$ cat src/hdl/bctt_pkg.sv
// Shared constants, codes and the command type of the blocked corner-turn transpose core.
package bctt_pkg;

   // Default geometry of the band bank.
   localparam int BAND_ROWS_DEF = 32;
   localparam int MAX_COLS_DEF  = 2048;

   // Row count above this limit behaves as the limit itself.
   localparam int ROW_LIMIT = 4096;

   // Configuration register widths and reset values.
   localparam int ROW_COUNT_W = 13;
   localparam int COL_COUNT_W = 12;
   localparam logic [ROW_COUNT_W-1:0] ROW_COUNT_RESET = 13'd64;
   localparam logic [COL_COUNT_W-1:0] COL_COUNT_RESET = 12'd64;

   // Configuration port.
   localparam int CSR_INDEX_W = 1;
   localparam int CSR_DATA_W  = 13;
   localparam logic [CSR_INDEX_W-1:0] REG_ROW_COUNT = 1'd0;
   localparam logic [CSR_INDEX_W-1:0] REG_COL_COUNT = 1'd1;

   // Item kinds on the request channel.
   localparam logic FUNC_STORE = 1'b0;
   localparam logic FUNC_DRAIN = 1'b1;

   // Payload widths.
   localparam int SAMPLE_W     = 32;
   localparam int ELEM_W       = 2 * SAMPLE_W;
   localparam int OUT_ADDR_W   = 23;
   localparam int REQ_TDATA_W  = 64;
   localparam int REQ_TUSER_W  = 1;
   localparam int RSP_TDATA_W  = 88;
   localparam int RSP_TUSER_W  = 3;

   // Depth of the command queue between front and back.
   localparam int QUEUE_DEPTH = 2;

   // Operations the back end carries out on the bank.
   localparam logic [1:0] OP_NONE  = 2'd0;
   localparam logic [1:0] OP_STORE = 2'd1;
   localparam logic [1:0] OP_LOAD  = 2'd2;

   // One classified word, handed from front to back.
   typedef struct packed {
      logic [1:0]            op;
      logic                  band_last;
      logic                  matrix_last;
      logic                  overrun;
      logic [OUT_ADDR_W-1:0] out_addr;
      logic [ELEM_W-1:0]     data;
   } cmd_type;

endpackage

$ cat src/hdl/bctt_queue.sv
// Short first-in first-out queue of commands between the front and back ends.
module bctt_queue import bctt_pkg::*; #(
   parameter int WIDTH = 1
) (
   input  logic             clock,
   input  logic             reset,
   input  logic             push_valid,
   output logic             push_ready,
   input  logic [WIDTH-1:0] push_data,
   output logic             pop_valid,
   input  logic             pop_ready,
   output logic [WIDTH-1:0] pop_data
);

   localparam int PTR_W = (QUEUE_DEPTH > 1) ? $clog2(QUEUE_DEPTH) : 1;
   localparam int CNT_W = $clog2(QUEUE_DEPTH + 1);

   logic [WIDTH-1:0] entry_ff [QUEUE_DEPTH];
   logic [PTR_W-1:0] wr_ptr_ff, wr_ptr_in, rd_ptr_ff, rd_ptr_in;
   logic [CNT_W-1:0] count_ff, count_in;
   logic             push, pop;

   assign push_ready = count_ff != CNT_W'(QUEUE_DEPTH);
   assign pop_valid  = count_ff != '0;
   assign pop_data   = entry_ff[rd_ptr_ff];
   assign push       = push_valid && push_ready;
   assign pop        = pop_valid && pop_ready;

   always_comb begin
      wr_ptr_in = wr_ptr_ff;
      rd_ptr_in = rd_ptr_ff;
      count_in  = count_ff;
      if (push) begin
         wr_ptr_in = (wr_ptr_ff == PTR_W'(QUEUE_DEPTH - 1)) ? '0 : wr_ptr_ff + PTR_W'(1);
      end
      if (pop) begin
         rd_ptr_in = (rd_ptr_ff == PTR_W'(QUEUE_DEPTH - 1)) ? '0 : rd_ptr_ff + PTR_W'(1);
      end
      if (push && !pop) begin
         count_in = count_ff + CNT_W'(1);
      end else if (pop && !push) begin
         count_in = count_ff - CNT_W'(1);
      end
   end

   always_ff @(posedge clock) begin
      if (reset) begin
         wr_ptr_ff <= '0;
         rd_ptr_ff <= '0;
         count_ff  <= '0;
      end else begin
         wr_ptr_ff <= wr_ptr_in;
         rd_ptr_ff <= rd_ptr_in;
         count_ff  <= count_in;
      end
   end

   always_ff @(posedge clock) begin
      if (push) begin
         entry_ff[wr_ptr_ff] <= push_data;
      end
   end

   // Fill level never exceeds the queue depth.
   a_count_bound: assert property (@(posedge clock) disable iff (reset)
      count_ff <= CNT_W'(QUEUE_DEPTH))
      else $error("command queue overfilled");

endmodule

$ cat config.mk
export PLATFORM = sky130hd
export DESIGN_NAME = bctt_queue
export DESIGN_NICKNAME = d
export VERILOG_FILES = /design/src/hdl/bctt_pkg.sv /design/src/hdl/bctt_queue.sv
export SDC_FILE = /design/constraint.sdc
export NUM_CORES = 1
export LEC_CHECK = 0
export BUFFER_PORTS_ARGS = -buffer_cell sky130_fd_sc_hd__buf_4
export CAP_MARGIN = 40
export CORE_AREA = 2 2 39 41
export CTS_CLUSTER_DIAMETER = 80
export DETAILED_ROUTE_END_ITERATION = 7
export DIE_AREA = 0 0 41 43
export PLACE_DENSITY = 0.46
export SLEW_MARGIN = 20
export SYNTH_ARGS = -nofsm -noshare
export SYNTH_HDL_FRONTEND = slang
export SYNTH_SLANG_ARGS = --single-unit
$ cat constraint.sdc
create_clock -name clock -period 2.1 [get_ports clock]
set_clock_uncertainty 0.1 [all_clocks]
set_input_delay 0.63 -clock clock [delete_from_list [all_inputs] [get_ports clock]]
set_output_delay 0.63 -clock clock [all_outputs]
set_load 0.1 [all_outputs]
==> results by group <==
CTS
  • Clock buffer depth: 2
  • Hold_buf cts: 0
  • CTS buffer count: 3
  • Post CTS Setup Buffer Count: 0
  • Reg clk slew, reported paths: 50 ps
  • CTS tree: yes
  • CTS Sinks: 7
  • Post-CTS Resized: 0
  • Root buf cell: clkbuf_4
  • Clock latency on the worst-skew pair: 240 ps
  • CTS H-tree depth: 1

Worst setup path
  • Crit-path slowest cell: dfxtp_1
  • Max incr delay on CP: 410 ps
  • Worst Path Max Fanout: 5
  • CP endpoint kind: output port
  • CP required: 1370 ps
  • Worst setup SP type: register
  • Cells on worst reg2reg path: 5
  • Worst path arrival time: 1140 ps
  • Kind of critical path: reg2out
  • Worst path cell trace: nand2b_2 -> buf_4

Global route
  • Total GRT Usage: 7.16%
  • Antenna violations before repair: 0
  • Largest net degree at the start of global routing: 6
  • GRT overflow: 0
  • Vias in the first global route: 199
  • Global-route wire length before repair: 772 um

Synthesis
  • Synth Net Count: 33
  • Yosys top cell area share: 34.0%
  • Post-synth EDFFs: 2
  • Yosys reg bits: 7
  • Synth top cells by count: dfxtp_1 (5), nor2_1 (3), xor2_1 (3)
  • Most frequent cell after synthesis: dfxtp_1
  • Post-Syn Instances: 27
  • Syn avg cell area: 10.9 sq um
  • Synth area leaders: dfxtp_1 (34%), edfxtp_1 (20%), xor2_1 (8.9%), ha_1 (4.3%), mux2_2 (3.8%)
  • Most area-hungry cell type in the Yosys netlist: dfxtp_1
  • Share of the yosys chip area belonging to registers: 54.5%
  • Yosys Warn Count: 0
  • Cell variety after synth: 16
  • Ys flop type: dfxtp_1
  • Share of synthesized flip-flops with an asynchronous set or reset: 0%
  • Mapped Area: 294 sq um

Layout
  • Layout cell share with drive strength beyond 1: 36.8%
  • Fillers: 153
  • Layout Cells excl Fill: 54
  • Ant diodes: 0
  • Area growth from synthesis to layout: 34.5%
  • Final net count: 45

Timing
  • Final Slew Violations: 0
  • Sum Neg Setup Slack: 0 ps
  • Rel. slew slack: 75.5%
  • RSZ-0062 raised after global routing: false
  • Fin. Hold Viols: 0
  • Setup violations, final: 0
  • FMAX: 534 MHz
  • Worst-Margin Slew: 364 ps
  • Setup WS post-layout: 227 ps
  • Fin crit period: 1870 ps
  • Period utilization: 89.2%

Route
  • Final WL: 464 um
  • DRC Markers: 0
  • Total number of vias: 218
  • Via/cell ratio: 4.04
  • DRT Pass-1 Iters: 1
  • Antenna-violating nets left: 0
  • Drt initial violations: 0
  • WL/cell: 8.59 um

Floorplanning
  • # IOs: 8
  • Initial core utilization: 21.2%
  • DIE AREA: 1760 sq um
  • Die Y: 43 um
  • Core area: 1380 sq um
  • Rows: 14
  • Die Width: 41 um

Place
  • Post-DP HPWL: 371 um
  • Pre-CTS WS: 204 ps
  • Buffers on Ports: 7
  • Dpl cells: 50
  • Placer Congestion: 0.613

Run
  • Max-Cap Viols: 0

Min path
  • Hold path depth: 2
  • Hold WC Path Type: reg2reg

Outcome
  • Status: completed
==> worst max-delay path: cells and delay by family, from the launching register on <==
family,cells,cell delay (ps)
and+or+nand+nor,1,190
buffers and inverters,1,300
DFF,1,410
==> worst paths after layout <==
path | from | end | slack [ps]
hold reg to reg | rd_ptr_ff | rd_ptr_ff | 400
setup / recovery | count_ff[0] | push_ready | 230
hold / removal | rd_ptr_ff | rd_ptr_ff | 400
setup reg to reg | count_ff[0] | count_ff[1] | 370
==> per-layer routing <==
metal | track usage, % | share of wire (%)
met3 | 8.38 | 10
met5 | 0 | 0
met4 | 4.00 | 2.2
met2 | 8.75 | 45
met1 | 6.86 | 42
==> cell families (layout without fill, tap and decap cells) <==
family	Yosys count	count (layout)	share of synthesized area [%]
buffers and inverters	1	12	1.28
adder cells (fa/ha/maj)	1	1	4.25
multiplexers	1	1	3.83
flip-flops	7	7	54.5
AND/OR/NAND/NOR	9	9	17.0
AO/OA/AOI/OAI	5	5	10.2
XOR/XNOR	3	3	8.94
==> cell type report <==
| class | instances | area (sq um) | share of cell area [%] |
|---|---|---|---|
| clock buffers | 4 | 26.3 | 6.65 |
| inverters | 1 | 3.75 | 0.949 |
| multi-input cells | 19 | 133 | 33.5 |
| flip-flops and latches | 7 | 160 | 40.5 |
| well taps | 16 | 20.0 | 5.06 |
| repair buffers | 7 | 52.6 | 13.3 |
==> metrics by stage <==
step	instance area (sq um)	util (%)	hold WS [ps]
2_1_floorplan	297	-	372
3_3_place_gp	369	26.7	393
3_5_place_dp	369	26.7	401
4_1_cts	395	28.6	413
5_1_grt	395	28.6	452
6_report	395	28.6	404
==> placed cells by master, fill, tap and decap left out, drive strengths merged, types with 2 or more instances in the layout <==
master	instances
a21oi	2
buf	7
clkbuf	4
dfxtp	5
edfxtp	2
nor2	3
o21ai	2
xor2	3
Power is left out: the tool's default activity adds up to more than one toggle a clock period on the data nets, which glitch-free logic cannot reach.
