[src/hdl/bctt_pkg.sv]
// Shared constants, codes and the command type of the blocked corner-turn transpose core.
package bctt_pkg;

   // Default geometry of the band bank.
   localparam int BAND_ROWS_DEF = 32;
   localparam int MAX_COLS_DEF  = 2048;

   // Row count above this limit behaves as the limit itself.
   localparam int ROW_LIMIT = 4096;

   // Configuration register widths and reset values.
   localparam int ROW_COUNT_W = 13;
   localparam int COL_COUNT_W = 12;
   localparam logic [ROW_COUNT_W-1:0] ROW_COUNT_RESET = 13'd64;
   localparam logic [COL_COUNT_W-1:0] COL_COUNT_RESET = 12'd64;

   // Configuration port.
   localparam int CSR_INDEX_W = 1;
   localparam int CSR_DATA_W  = 13;
   localparam logic [CSR_INDEX_W-1:0] REG_ROW_COUNT = 1'd0;
   localparam logic [CSR_INDEX_W-1:0] REG_COL_COUNT = 1'd1;

   // Item kinds on the request channel.
   localparam logic FUNC_STORE = 1'b0;
   localparam logic FUNC_DRAIN = 1'b1;

   // Payload widths.
   localparam int SAMPLE_W     = 32;
   localparam int ELEM_W       = 2 * SAMPLE_W;
   localparam int OUT_ADDR_W   = 23;
   localparam int REQ_TDATA_W  = 64;
   localparam int REQ_TUSER_W  = 1;
   localparam int RSP_TDATA_W  = 88;
   localparam int RSP_TUSER_W  = 3;

   // Depth of the command queue between front and back.
   localparam int QUEUE_DEPTH = 2;

   // Operations the back end carries out on the bank.
   localparam logic [1:0] OP_NONE  = 2'd0;
   localparam logic [1:0] OP_STORE = 2'd1;
   localparam logic [1:0] OP_LOAD  = 2'd2;

   // One classified word, handed from front to back.
   typedef struct packed {
      logic [1:0]            op;
      logic                  band_last;
      logic                  matrix_last;
      logic                  overrun;
      logic [OUT_ADDR_W-1:0] out_addr;
      logic [ELEM_W-1:0]     data;
   } cmd_type;

endpackage

[src/hdl/bctt_front.sv]
// Front end: classifies request words and keeps the load, drain and band counters.
module bctt_front import bctt_pkg::*; #(
   parameter int  BAND_ROWS = BAND_ROWS_DEF,
   parameter int  MAX_COLS  = MAX_COLS_DEF,
   localparam int MEM_AW    = (MAX_COLS * BAND_ROWS > 1) ? $clog2(MAX_COLS * BAND_ROWS) : 1
) (
   input  logic                   clock,
   input  logic                   reset,
   input  logic [ROW_COUNT_W-1:0] row_count,
   input  logic [COL_COUNT_W-1:0] col_count,
   input  logic                   req_valid,
   output logic                   req_ready,
   input  logic                   func,
   input  logic [SAMPLE_W-1:0]    sample_re,
   input  logic [SAMPLE_W-1:0]    sample_im,
   output logic                   push_valid,
   input  logic                   push_ready,
   output cmd_type                cmd,
   output logic [MEM_AW-1:0]      cmd_mem_addr
);

   localparam int COL_W  = (MAX_COLS > 1) ? $clog2(MAX_COLS) : 1;
   localparam int CNT_W  = $clog2(MAX_COLS + 1);
   localparam int ROW_W  = (BAND_ROWS > 1) ? $clog2(BAND_ROWS) : 1;
   localparam int RCNT_W = $clog2(BAND_ROWS + 1);
   localparam int BAND_W = $clog2(ROW_LIMIT / BAND_ROWS + 1);
   localparam int LIM_W  = BAND_W + RCNT_W + 1;

   logic [ROW_W-1:0]  load_row_ff, load_row_in, drain_row_ff, drain_row_in;
   logic [COL_W-1:0]  load_col_ff, load_col_in, drain_col_ff, drain_col_in;
   logic [BAND_W-1:0] band_index_ff, band_index_in;
   logic              band_pending_ff, band_pending_in;

   logic [ROW_COUNT_W-1:0] rows_eff;
   logic [CNT_W-1:0]       cols_eff;
   logic [CNT_W-1:0]       load_col_inc, drain_col_inc;
   logic [RCNT_W-1:0]      load_row_inc, drain_row_inc;
   logic [LIM_W-1:0]       band_limit;
   logic                   bands_zero, band_end, fire;
   logic [OUT_ADDR_W-1:0]  col_term, band_term;

   assign req_ready  = push_ready;
   assign push_valid = req_valid;
   assign fire       = req_valid && push_ready;

   // Effective bounds after clamping the registers.
   assign rows_eff = (row_count > ROW_COUNT_W'(ROW_LIMIT)) ? ROW_COUNT_W'(ROW_LIMIT) : row_count;

   always_comb begin
      if (col_count == '0) begin
         cols_eff = CNT_W'(1);
      end else if ({1'b0, col_count} > (COL_COUNT_W + 1)'(MAX_COLS)) begin
         cols_eff = CNT_W'(MAX_COLS);
      end else begin
         cols_eff = CNT_W'(col_count);
      end
   end

   assign load_col_inc  = CNT_W'(load_col_ff) + CNT_W'(1);
   assign drain_col_inc = CNT_W'(drain_col_ff) + CNT_W'(1);
   assign load_row_inc  = RCNT_W'(load_row_ff) + RCNT_W'(1);
   assign drain_row_inc = RCNT_W'(drain_row_ff) + RCNT_W'(1);

   // The band after this one is beyond the matrix when rows < (band + 2) * band rows.
   assign band_limit = (LIM_W'(band_index_ff) + LIM_W'(2)) * LIM_W'(BAND_ROWS);
   assign band_end   = LIM_W'(rows_eff) < band_limit;
   assign bands_zero = rows_eff < ROW_COUNT_W'(BAND_ROWS);

   assign col_term  = OUT_ADDR_W'(drain_col_ff) * OUT_ADDR_W'(rows_eff);
   assign band_term = OUT_ADDR_W'(band_index_ff) * OUT_ADDR_W'(BAND_ROWS);

   always_comb begin
      load_row_in     = load_row_ff;
      load_col_in     = load_col_ff;
      drain_row_in    = drain_row_ff;
      drain_col_in    = drain_col_ff;
      band_index_in   = band_index_ff;
      band_pending_in = band_pending_ff;
      cmd             = '0;
      cmd_mem_addr    = '0;

      if (func == FUNC_STORE) begin
         if (band_pending_ff) begin
            cmd.overrun = 1'b1;
         end else if (!bands_zero) begin
            cmd.op       = OP_STORE;
            cmd.data     = {sample_re, sample_im};
            cmd_mem_addr = MEM_AW'(load_col_ff) * MEM_AW'(BAND_ROWS) + MEM_AW'(load_row_ff);
            if (load_col_inc >= cols_eff) begin
               load_col_in = '0;
               if (load_row_inc >= RCNT_W'(BAND_ROWS)) begin
                  load_row_in     = '0;
                  band_pending_in = 1'b1;
                  drain_row_in    = '0;
                  drain_col_in    = '0;
               end else begin
                  load_row_in = ROW_W'(load_row_inc);
               end
            end else begin
               load_col_in = COL_W'(load_col_inc);
            end
         end
      end else if (band_pending_ff) begin
         cmd.op       = OP_LOAD;
         cmd.out_addr = col_term + band_term + OUT_ADDR_W'(drain_row_ff);
         cmd_mem_addr = MEM_AW'(drain_col_ff) * MEM_AW'(BAND_ROWS) + MEM_AW'(drain_row_ff);
         if (drain_row_inc >= RCNT_W'(BAND_ROWS)) begin
            drain_row_in = '0;
            if (drain_col_inc >= cols_eff) begin
               drain_col_in    = '0;
               band_pending_in = 1'b0;
               cmd.band_last   = 1'b1;
               if (band_end) begin
                  band_index_in   = '0;
                  cmd.matrix_last = 1'b1;
               end else begin
                  band_index_in = band_index_ff + BAND_W'(1);
               end
            end else begin
               drain_col_in = COL_W'(drain_col_inc);
            end
         end else begin
            drain_row_in = ROW_W'(drain_row_inc);
         end
      end
   end

   always_ff @(posedge clock) begin
      if (reset) begin
         load_row_ff     <= '0;
         load_col_ff     <= '0;
         drain_row_ff    <= '0;
         drain_col_ff    <= '0;
         band_index_ff   <= '0;
         band_pending_ff <= 1'b0;
      end else if (fire) begin
         load_row_ff     <= load_row_in;
         load_col_ff     <= load_col_in;
         drain_row_ff    <= drain_row_in;
         drain_col_ff    <= drain_col_in;
         band_index_ff   <= band_index_in;
         band_pending_ff <= band_pending_in;
      end
   end

   // While a band is held the load position sits at the start of the next band.
   a_load_parked: assert property (@(posedge clock) disable iff (reset)
      band_pending_ff |-> (load_row_ff == '0 && load_col_ff == '0))
      else $error("load position moved while a band was pending");

   // With no band held the drain position is back at the start.
   a_drain_parked: assert property (@(posedge clock) disable iff (reset)
      !band_pending_ff |-> (drain_row_ff == '0 && drain_col_ff == '0))
      else $error("drain position not at start while no band pending");

endmodule

[config.mk]
export PLATFORM = sky130hd
export DESIGN_NAME = bctt_front
export DESIGN_NICKNAME = d
export VERILOG_FILES = /design/src/hdl/bctt_pkg.sv /design/src/hdl/bctt_front.sv
export SDC_FILE = /design/constraint.sdc
export NUM_CORES = 1
export LEC_CHECK = 0
export BUFFER_PORTS_ARGS = -buffer_cell sky130_fd_sc_hd__buf_4
export CORE_MARGIN = 3
export CORE_UTILIZATION = 57
export DETAILED_ROUTE_END_ITERATION = 12
export PLACE_DENSITY = 0.84
export SLEW_MARGIN = 15
export SYNTH_ARGS = -nofsm -noshare
export SYNTH_HDL_FRONTEND = slang
export SYNTH_SLANG_ARGS = --single-unit
[constraint.sdc]
create_clock -name clock -period 16 [get_ports clock]
set_input_delay 4.8 -clock clock [delete_from_list [all_inputs] [get_ports clock]]
set_output_delay 4.8 -clock clock [all_outputs]
set_load 0.01 [all_outputs]
==> results.ini, run 1 <==
[floorplanning]
fp.dieW_um = 131
rows = 45
dieArea_sq_mm = 0.0172
initial_core_util = 0.583
die_y_um = 131
core-area_sq_mm = 0.0153
io_pins = 204

[logic_synthesis]
yosysWarningCount = 0
synth_mux_area_frac = 0.00450
synth_area_sq_mm = 0.00890
async_reset_ff_frac = 0
synth_seq_cells = 41
synth_fa_ha_area_frac = 0.382
synth_xor_area_frac = 0.0472
synthFlopType = dfxtp_1
synth_cell_types = 59
synthSimpleGateAreaFrac = 0.257
syn_nets = 1441
ys_seq_area_frac = 0.0922
synth-edff-count = 0
synth_cells = 1141
avgSynthCellArea_sq_um = 7.80
synth_top_family_by_area = adder cells
synth_compound_area_frac = 0.115

[job]
drv_cap = 0

[route]
via_per_inst = 5.60
drcViolationCount = 0
drt_iter0_markers = 780
postRouteAntennaNets = 0
m1WireLength_mm = 10.1
routed-wl-met2_mm = 12.7
firstDrtPassIters = 6
routed-via-count = 8454
routedWlPerCell_um = 16.9
top_layer_used = met4
wirelength_mm = 25.4
met3WireLength_mm = 2.09

[outcome]
outcome = finished clean

[placed_design]
post-place-ws_ns = 0.674
gp_congestion = 0.924
hpwl_mm = 20.9
port_buffers = 203
placed_area_sq_mm = 0.0105

[power_and_ir_drop]
peakVddDrop_uv = 46.8
power_density_mw_per_mm2 = 27.3
p_leak_nw = 5.41

[critical_path]
r2r_slack_ns = 12.06
critPathMostFrequentCell = fa_1
worstPathCellList = buf_4 > nor2b_1 > nand2_1 > fa_1 > fa_1 > inv_1 > fa_1 > fa_1 > inv_1 > fa_1 > inv_1 > ha_1 > a21oi_1 > o21ai_0 > a31o_2 > a31oi_1 > o21ai_0 > nand4_1 > o211ai_1 > buf_4
crit_required_ns = 11.20
cp_max_fo = 25
worstReg2RegEnd = drain_col_ff[4]$_SDFFE_PP0P_
reg2regPathDepth = 13
cp_slowest_cell = nor2b_1
startpoint_type = primary input
path_buf_inv = 5
rr_startpoint = drain_col_ff[1]$_SDFFE_PP0P_
cp-end-kind = output port
critPathArrivalTime_ns = 10.64
critical_path.top_delay_family = adder cells
critical_path_class = primary input to output port
max_stage_delay_ns = 0.63

[clocking]
cts_max_path_buffers = 2
root_buffer = clkbuf_16
htreeDepth = 2
cts_resized = 0
holdBufCountCts = 0
postCtsSetupBuffers = 0
numCtsBuffers = 5
cts_tree = built
clkSinkCount = 41
clkLatencyLatePin_ns = 0.28
clk_pin_slew_worst_paths_ns = 0.06

[cells_and_area]
layout_common_cells = buf_4, inv_1, nand2_1
fill_cells = 1243
utilization = 0.699
area_growth_pct = 19.8
final_cell_area_sq_mm = 0.0107
layout-drive-gt1-share = 0.177
final_common_cell = buf_4
final_nets = 1596

[timing]
clock_skew_ns = 0.00941
max_freq_ghz = 0.0648
finalSetupViolCount = 0
maxSlewHeadroom = 0.270
final.setup.tns_ns = 0
worst_pin_slew_ns = 1.08
min_period_ns = 15.44
hold_violations = 0
setup_ws_ns = 0.558
timing.hold.ws_ns = 0.495
final_max_slew_viol_count = 0
min_period_over_period = 0.965
rsz0062_at_grt = false

[global_routing]
antenna_found_initial = 1
grt_pass1_wl_mm = 40.8
grt_max_degree = 83
first_global_vias = 8216
grt_use_total = 0.300
overflow = 0

[hold_path]
min_from = drain_row_ff[4]$_SDFFE_PP0P_
hp-class = flop to flop
whs_path_depth = 1
worstHoldEndpoint = drain_row_ff[4]$_SDFFE_PP0P_

logic make-up after synthesis:
logic type / Yosys count
and+or+nand+nor: 448
buffers and inverters: 237
adders and majority gates: 206
AOI/OAI and AO/OA: 157
xor gates and xnor gates: 48
DFF: 41
muxes: 4
per-layer routing:
metal / up-vias / GRT usage
met2: 401 / 0.521
met4: 0 / 0.0726
met3: 31 / 0.0443
met5: - / 0
li1: 3978 / -
met1: 4044 / 0.395
worst reg2reg max path, stage by stage, from the launching register on:
cell and delay, ns:
dfxtp_1 0.82, ha_1 0.35, and3_1 0.24, and3_1 0.30, and3_1 0.26, nand3_1 0.11, xnor2_1 0.27, ha_1 0.28
nand2_1 0.08, o21ai_0 0.12, a21o_4 0.24, nor2_1 0.49, o21ai_0 0.20, o31ai_1 0.11
power by group:
part           switching (mW)  internal, mW  total (mW)
logic                  0.0368        0.0369      0.0737
registers            0.000299         0.102       0.103
clock network          0.0411        0.0739       0.115
total                  0.0782         0.213       0.291
worst max path at each step:
stage | slack [ns] | startpoint | depth (start not counted) | to
after global placement | 0.77 | row_count[12] | 19 | cmd[83]
after detailed placement | 0.67 | row_count[12] | 19 | cmd[85]
after CTS | 0.65 | row_count[12] | 19 | cmd[85]
after global routing | 0.34 | row_count[12] | 21 | cmd[84]
final | 0.56 | row_count[12] | 20 | cmd[85]
after floorplan | 1.19 | row_count[12] | 22 | cmd[84]
registers in the layout, summed over array words and instances, names as in the netlist:
name / flops
band_index_ff: 8
band_pending_ff: 1
drain_col_ff: 11
drain_row_ff: 5
load_col_ff: 11
load_row_ff: 5
cell type report:
type,instances,area [sq um],area share
antenna,1,2.50,0.000235
clock buffer,6,129,0.0121
clock inverter,2,38.8,0.00364
inverter,175,657,0.0616
multi-input combinational,863,7180,0.673
sequential,41,821,0.0770
tap,211,264,0.0248
timing repair buffer,210,1580,0.148
synthesized netlist by cell type, types with 3 or more instances:
cell type    n  share of area
o21ai_1      3         0.0017
o2111ai_1    3         0.0030
nor4_1       6         0.0042
mux2i_1      4         0.0045
and4_1       5         0.0049
o31ai_1      6         0.0051
nand2b_1     3         0.0021
and2_1     118          0.083
or3_1        5         0.0035
nor2_1      52          0.022
nor2b_1     13         0.0091
nand3_1     27          0.015
a22o_1       9         0.0089
o21a_1       4         0.0034
nor3_1      14         0.0079
buf_2        5         0.0028
nand2_1    158          0.067
and3_1      23          0.016
xnor2_1     30          0.030
clkbuf_1    53          0.022
xor2_1      18          0.018
or4_1        6         0.0051
ha_1        96           0.13
a311oi_1     4         0.0039
fa_1       110           0.25
a211oi_1     9         0.0076
o41ai_1      5         0.0049
o21ai_0     47          0.026
a31oi_1      5         0.0035
dfxtp_1     41          0.092
o211ai_1     4         0.0034
nand4_1      6         0.0042
inv_1      173          0.073
nand4b_1     3         0.0030
a21o_1       5         0.0042
a21oi_1     40          0.022
stage by stage:
stage               power (mW)  instances
floorplan                0.138       1141
finish                   0.291       1509
global placement         0.177       1500
detailed placement       0.178       1500
CTS                      0.291       1508
global route             0.302       1509
Power figures use the tool's default switching activity.
==> inputs of run 2 (changes only) <==
- ABC_AREA: unset -> 1
- BUFFER_PORTS_ARGS: -buffer_cell sky130_fd_sc_hd__buf_4 -> unset
- DONT_BUFFER_PORTS: unset -> 1
- PLACE_DENSITY: 0.84 -> 0.72
==> results.ini, run 2 <==
[power_and_ir_drop]
finalPower_mw = 0.299  ; was 0.291 mW
power_frac_comb = 0.290  ; was 0.253
pwr-share-clk = 0.348  ; was 0.395
power.net_switching_mw = 0.112  ; was 0.0782 mW
p_int_mw = 0.187  ; was 0.213 mW
power_frac_seq = 0.362  ; was 0.352
p_leak_nw = 5.36  ; was 5.41 nW
p_sw_frac = 0.375  ; was 0.268
peakVddDrop_uv = 35.0  ; was 46.8 uV
power_density_mw_per_mm2 = 30.5  ; was 27.3 mW/mm^2

[floorplanning]
rows = 46  ; was 45
io_pins = 204  ; unchanged
initial_core_util = 0.592  ; was 0.583
dieArea_sq_mm = 0.0184  ; was 0.0172 sq mm
die_y_um = 136  ; was 131 um
core-area_sq_mm = 0.0162  ; was 0.0153 sq mm
fp.dieW_um = 136  ; was 131 um

[timing]
max_freq_ghz = 0.0639  ; was 0.0648 GHz
finalSetupViolCount = 0  ; unchanged
rsz0062_at_grt = false  ; unchanged
min_period_over_period = 0.978  ; was 0.965
maxSlewHeadroom = 0.370  ; was 0.270
min_period_ns = 15.66  ; was 15.44 ns
final.setup.tns_ns = 0  ; unchanged
worst_pin_slew_ns = 0.944  ; was 1.08 ns
final_max_slew_viol_count = 0  ; unchanged
timing.hold.ws_ns = 0.468  ; was 0.495 ns
hold_violations = 0  ; unchanged
clock_skew_ns = 0.00536  ; was 0.00941 ns

[clocking]
clkLatencyLatePin_ns = 0.29  ; was 0.28 ns
clk_pin_slew_worst_paths_ns = 0.06  ; about the same
cts_max_path_buffers = 2  ; unchanged
clkSinkCount = 41  ; unchanged
root_buffer = clkbuf_16  ; unchanged
holdBufCountCts = 0  ; unchanged
cts_tree = built  ; unchanged
numCtsBuffers = 5  ; unchanged
cts_resized = 0  ; unchanged
htreeDepth = 2  ; unchanged
postCtsSetupBuffers = 0  ; unchanged

[logic_synthesis]
yosysWarningCount = 0  ; unchanged
avgSynthCellArea_sq_um = 6.57  ; was 7.80 sq um
synth_most_common_cell = inv_1  ; unchanged
synthFlopType = dfxtp_1  ; unchanged
synth_cell_types = 40  ; was 59
synth_area_sq_mm = 0.00957  ; was 0.00890 sq mm
ys_seq_area_frac = 0.0858  ; was 0.0922
ys_top_cells_by_count = inv_1, nand2_1, nor2_1  ; was inv_1, nand2_1, and2_1
synth_top_cells_by_area = fa_1, inv_1, ha_1  ; was fa_1, ha_1, dfxtp_1
syn_nets = 1757  ; was 1441
synth_cells = 1457  ; was 1141
async_reset_ff_frac = 0  ; unchanged
synth_largest_area_cell = fa_1  ; unchanged
synth_top_cell_area_share = 0.230  ; was 0.247
synth_seq_cells = 41  ; unchanged
synth-edff-count = 0  ; unchanged

[global_routing]
grt_max_degree = 79  ; was 83
first_global_vias = 8224  ; was 8216
grt_pass1_wl_mm = 42.8  ; was 40.8 mm
grt_use_total = 0.297  ; was 0.300
overflow = 0  ; unchanged
antenna_found_initial = 0  ; was 1

[critical_path]
crit_required_ns = 11.20  ; about the same
r2r_slack_ns = 12.55  ; was 12.06 ns
rr_startpoint = drain_col_ff[0]$_SDFFE_PP0P_  ; was drain_col_ff[1]$_SDFFE_PP0P_
cp_max_fo = 12  ; was 25
startpoint_type = primary input  ; unchanged
critPathArrivalTime_ns = 10.86  ; was 10.64 ns
critPathMostFrequentCell = inv_1  ; was fa_1
cp-end-kind = output port  ; unchanged
startpoint = row_count[11]  ; was row_count[12]
reg2regPathDepth = 19  ; was 13
critical_path_class = primary input to output port  ; unchanged
max_stage_delay_ns = 0.56  ; was 0.63 ns
cp_slowest_cell = fa_1  ; was nor2b_1

[placed_design]
hpwl_mm = 22.7  ; was 20.9 mm
port_buffers = 0  ; was 203
placed_area_sq_mm = 0.00965  ; was 0.0105 sq mm
gp_congestion = 1.03  ; was 0.924

[cells_and_area]
area_growth_pct = 2.47  ; was 19.8%
final_nets = 1728  ; was 1596
final_common_cell = inv_1  ; was buf_4
utilization = 0.606  ; was 0.699
largestRegisters = drain_col_ff (11), load_col_ff (11), band_index_ff (8)  ; unchanged
final_cell_area_sq_mm = 0.00981  ; was 0.0107 sq mm
diodes = 0  ; was 1
layout-drive-gt1-share = 0.0434  ; was 0.177
layout_common_cells = inv_1, nand2_1, nor2_1  ; was buf_4, inv_1, nand2_1

[route]
routedWlPerCell_um = 16.6  ; was 16.9 um
drt_iter0_markers = 689  ; was 780
postRouteAntennaNets = 0  ; unchanged
firstDrtPassIters = 5  ; was 6
drcViolationCount = 0  ; unchanged
via_per_inst = 5.44  ; was 5.60
wirelength_mm = 27.3  ; was 25.4 mm
routed-via-count = 8951  ; was 8454

[hold_path]
whs_path_depth = 2  ; was 1
hp-class = flop to flop  ; unchanged
min_from = load_col_ff[6]$_SDFFE_PP0P_  ; was drain_row_ff[4]$_SDFFE_PP0P_

[outcome]
outcome = finished clean  ; unchanged

[job]
drv_cap = 0  ; unchanged

run 2: cell types whose count changed after synthesis, sizes merged, moves of 10 or more:
cell | previous run | this run
a211oi | 10 | 0
a21oi | 40 | 71
and2 | 119 | 0
and3 | 23 | 0
buf | 9 | 31
clkbuf | 53 | 12
inv | 173 | 342
nand2 | 159 | 319
nand3 | 27 | 60
nand4 | 6 | 19
nor2 | 52 | 232
nor2b | 13 | 0
o22ai | 0 | 12
xnor2 | 30 | 4
run 2: cell type report:
type,instances,area [sq um]
multi-input cells,1026,7210
fillers,1550,6360
inverters,347,1300
flip-flops and latches,41,821
well taps,216,270
clock buffers,5,125
repair buffers,7,52.6
clock inverters,3,22.5
run 2: layer usage:
layer | share of wire | vias up | global-route usage
li1 | - | 4338 | -
met1 | 0.41 | 4145 | 0.408
met2 | 0.47 | 435 | 0.505
met3 | 0.097 | 33 | 0.0505
met4 | 0.016 | 0 | 0.0454
met5 | 0 | - | 0
run 2: power groups by stage:
stage	logic [mW]	registers (mW)	clock network (mW)
final	0.0867	0.108	0.104
after global routing	0.0982	0.108	0.109
after CTS	0.0859	0.108	0.104
after detailed placement	0.0853	0.110	0
after global placement	0.0842	0.110	0
after floorplan	0.0726	0.108	0
run 2: worst paths after layout:
| check | to |
|---|---|
| hold reg to reg | load_col_ff[6]$_SDFFE_PP0P_ |
| hold / removal | load_col_ff[6]$_SDFFE_PP0P_ |
| setup / recovery | cmd[86] |
| setup reg to reg | band_index_ff[4]$_SDFFE_PP0P_ |
run 2: kinds of logic (layout without fill, tap and decap cells):
| kind of cell | count (synthesis) | count (layout) | synth area share |
|---|---|---|---|
| buffers and inverters | 390 | 362 | 0.163 |
| AO/OA/AOI/OAI | 139 | 139 | 0.0778 |
| AND/OR/NAND/NOR | 652 | 652 | 0.292 |
| XOR/XNOR | 29 | 29 | 0.0265 |
| adder cells (fa/ha/maj) | 206 | 206 | 0.356 |
| flip-flops | 41 | 41 | 0.0858 |
run 2: critical path: cells and delay by family:
kind	cells	cell delay [ns]
AOI/OAI and AO/OA	1	0.34
adders and majority gates	6	2.82
buffers and inverters	7	0.77
and+or+nand+nor	11	2.13
run 2: stage by stage:
stage               worst slack [ns]  cells
CTS                            0.174   1645
global route                  0.0710   1645
finish                         0.345   1645
detailed placement             0.192   1637
floorplan                       1.44   1457
global placement              0.0965   1637
==> inputs of run 3 (changes only) <==
- REMOVE_ABC_BUFFERS: unset -> 1
==> results.ini, run 3 (synthesis results as in run 2) <==
[timing]
hold_violations = 0  ; unchanged
min_period_over_period = 0.958  ; was 0.978
worst_pin_slew_ns = 0.863  ; was 0.944 ns
finalSetupViolCount = 0  ; unchanged
rsz0062_at_grt = false  ; unchanged
final.setup.tns_ns = 0  ; unchanged
min_period_ns = 15.33  ; was 15.66 ns
setup_ws_ns = 0.669  ; was 0.345 ns
max_freq_ghz = 0.0652  ; was 0.0639 GHz
clock_skew_ns = 0.0129  ; was 0.00536 ns
final_max_slew_viol_count = 0  ; unchanged
maxSlewHeadroom = 0.423  ; was 0.370

[clocking]
postCtsSetupBuffers = 0  ; unchanged
cts_tree = built  ; unchanged
numCtsBuffers = 5  ; unchanged
clk_pin_slew_worst_paths_ns = 0.07  ; was 0.06 ns
clkLatencyLatePin_ns = 0.30  ; was 0.29 ns
clkSinkCount = 41  ; unchanged
root_buffer = clkbuf_16  ; unchanged
cts_max_path_buffers = 2  ; unchanged
htreeDepth = 2  ; unchanged

[power_and_ir_drop]
p_int_mw = 0.187  ; about the same
pwr-share-clk = 0.351  ; was 0.348
peakVddDrop_uv = 64.0  ; was 35.0 uV
power.net_switching_mw = 0.111  ; was 0.112 mW
p_sw_frac = 0.372  ; was 0.375
power_frac_comb = 0.287  ; was 0.290
power_density_mw_per_mm2 = 30.4  ; was 30.5 mW/mm^2
p_leak_nw = 5.35  ; was 5.36 nW
power_frac_seq = 0.363  ; was 0.362

[cells_and_area]
utilization = 0.605  ; was 0.606
instances_no_fill = 1642  ; was 1645
final_nets = 1725  ; was 1728
area_growth_pct = 2.20  ; was 2.47%
final_common_cell = inv_1  ; unchanged
layout-drive-gt1-share = 0.0407  ; was 0.0434
final_cell_area_sq_mm = 0.00978  ; was 0.00981 sq mm
layout_common_cells = inv_1, nand2_1, nor2_1  ; unchanged
largestRegisters = drain_col_ff (11), load_col_ff (11), band_index_ff (8)  ; unchanged
diodes = 0  ; unchanged
fill_cells = 1592  ; was 1550

[global_routing]
grt_max_degree = 79  ; unchanged
overflow = 0  ; unchanged
antenna_found_initial = 0  ; unchanged
grt_use_total = 0.288  ; was 0.297
grt_pass1_wl_mm = 42.3  ; was 42.8 mm
first_global_vias = 8406  ; was 8224

[placed_design]
post-place-ws_ns = 0.477  ; was 0.192 ns
port_buffers = 0  ; unchanged
hpwl_mm = 22.2  ; was 22.7 mm
placed_area_sq_mm = 0.00962  ; was 0.00965 sq mm
gp_congestion = 1.00  ; was 1.03
dp.cells = 1634  ; was 1637

[critical_path]
cp_max_fo = 12  ; unchanged
crit_required_ns = 11.20  ; about the same
cp-end-kind = output port  ; unchanged
reg2regPathDepth = 18  ; was 19
startpoint_type = primary input  ; unchanged
critical_path_class = primary input to output port  ; unchanged
critPathArrivalTime_ns = 10.53  ; was 10.86 ns
r2r_slack_ns = 12.58  ; was 12.55 ns

[floorplanning]
rows = 46  ; unchanged
io_pins = 204  ; unchanged
initial_core_util = 0.592  ; unchanged
dieArea_sq_mm = 0.0184  ; unchanged
fp.dieW_um = 136  ; unchanged
die_y_um = 136  ; unchanged
core-area_sq_mm = 0.0162  ; unchanged

[route]
drt_iter0_markers = 444  ; was 689
postRouteAntennaNets = 0  ; unchanged
firstDrtPassIters = 5  ; unchanged
routed-via-count = 8765  ; was 8951
via_per_inst = 5.34  ; was 5.44
routedWlPerCell_um = 16.1  ; was 16.6 um
wirelength_mm = 26.4  ; was 27.3 mm
drcViolationCount = 0  ; unchanged

[hold_path]
hp-class = flop to flop  ; unchanged
whs_path_depth = 2  ; unchanged

[job]
drv_cap = 0  ; unchanged

[outcome]
outcome = finished clean  ; unchanged

-- run 3: what timing repair did --
action	4_1_cts	5_1_grt
hold buffers	0	0
gates resized for setup	0	1
hold endpoints to repair	0	0
endpoints found under the setup margin	0	1
-- run 3: metrics by stage --
stage,hold slack [ns],total power [mW]
2_1_floorplan,0.441,0.175
3_3_place_gp,0.452,0.193
3_5_place_dp,0.455,0.195
4_1_cts,0.466,0.300
5_1_grt,0.517,0.315
6_report,0.465,0.298
-- run 3: worst max-delay path, cell delays in order --
cell     delay (ns)
inv_1          0.12
nand4_1        0.11
nor4_1         0.36
a31oi_4        0.34
nor2_4         0.40
nand2_1        0.15
fa_1           0.57
inv_1          0.05
fa_1           0.49
inv_1          0.05
fa_1           0.47
inv_1          0.06
fa_1           0.52
inv_1          0.05
fa_1           0.52
inv_1          0.04
ha_1           0.37
nand2_1        0.11
inv_1          0.08
nand2_1        0.08
nor3_1         0.19
nand3_1        0.10
nand3_1        0.12
o21ai_0        0.08
a21oi_1        0.26
-- run 3: cell type report --
| cell class | instances | area (sq um) | share of cell area |
|---|---|---|---|
| flip-flops and latches | 41 | 821 | 0.0839 |
| multi-input cells | 1026 | 7210 | 0.737 |
| inverters | 347 | 1300 | 0.133 |
| clock inverters | 3 | 25.0 | 0.00256 |
| well taps | 216 | 270 | 0.0276 |
| repair buffers | 4 | 30.0 | 0.00307 |
| clock buffers | 5 | 125 | 0.0128 |
-- run 3: worst paths after layout --
check	end	start
worst min register to register	load_col_ff[6]$_SDFFE_PP0P_	load_col_ff[6]$_SDFFE_PP0P_
worst max-delay path	cmd[85]	row_count[11]
worst max register to register	band_index_ff[5]$_SDFFE_PP0P_	drain_col_ff[2]$_SDFFE_PP0P_
worst min-delay path	load_col_ff[6]$_SDFFE_PP0P_	load_col_ff[6]$_SDFFE_PP0P_
-- run 3: layer usage --
layer	global-route usage	share of wire	vias to the layer above
met5	0	0	-
met3	0.0542	0.088	65
li1	-	-	4318
met2	0.463	0.45	377
met4	0.105	0.036	0
met1	0.388	0.42	4005
-- run 3: power by group through the flow --
stage          sequential, mW  clock, mW  combinational [mW]
5_1_grt                 0.108      0.109              0.0973
2_1_floorplan           0.109          0              0.0657
3_5_place_dp            0.110          0              0.0849
4_1_cts                 0.108      0.107              0.0853
3_3_place_gp            0.110          0              0.0833
6_report                0.108      0.104              0.0854
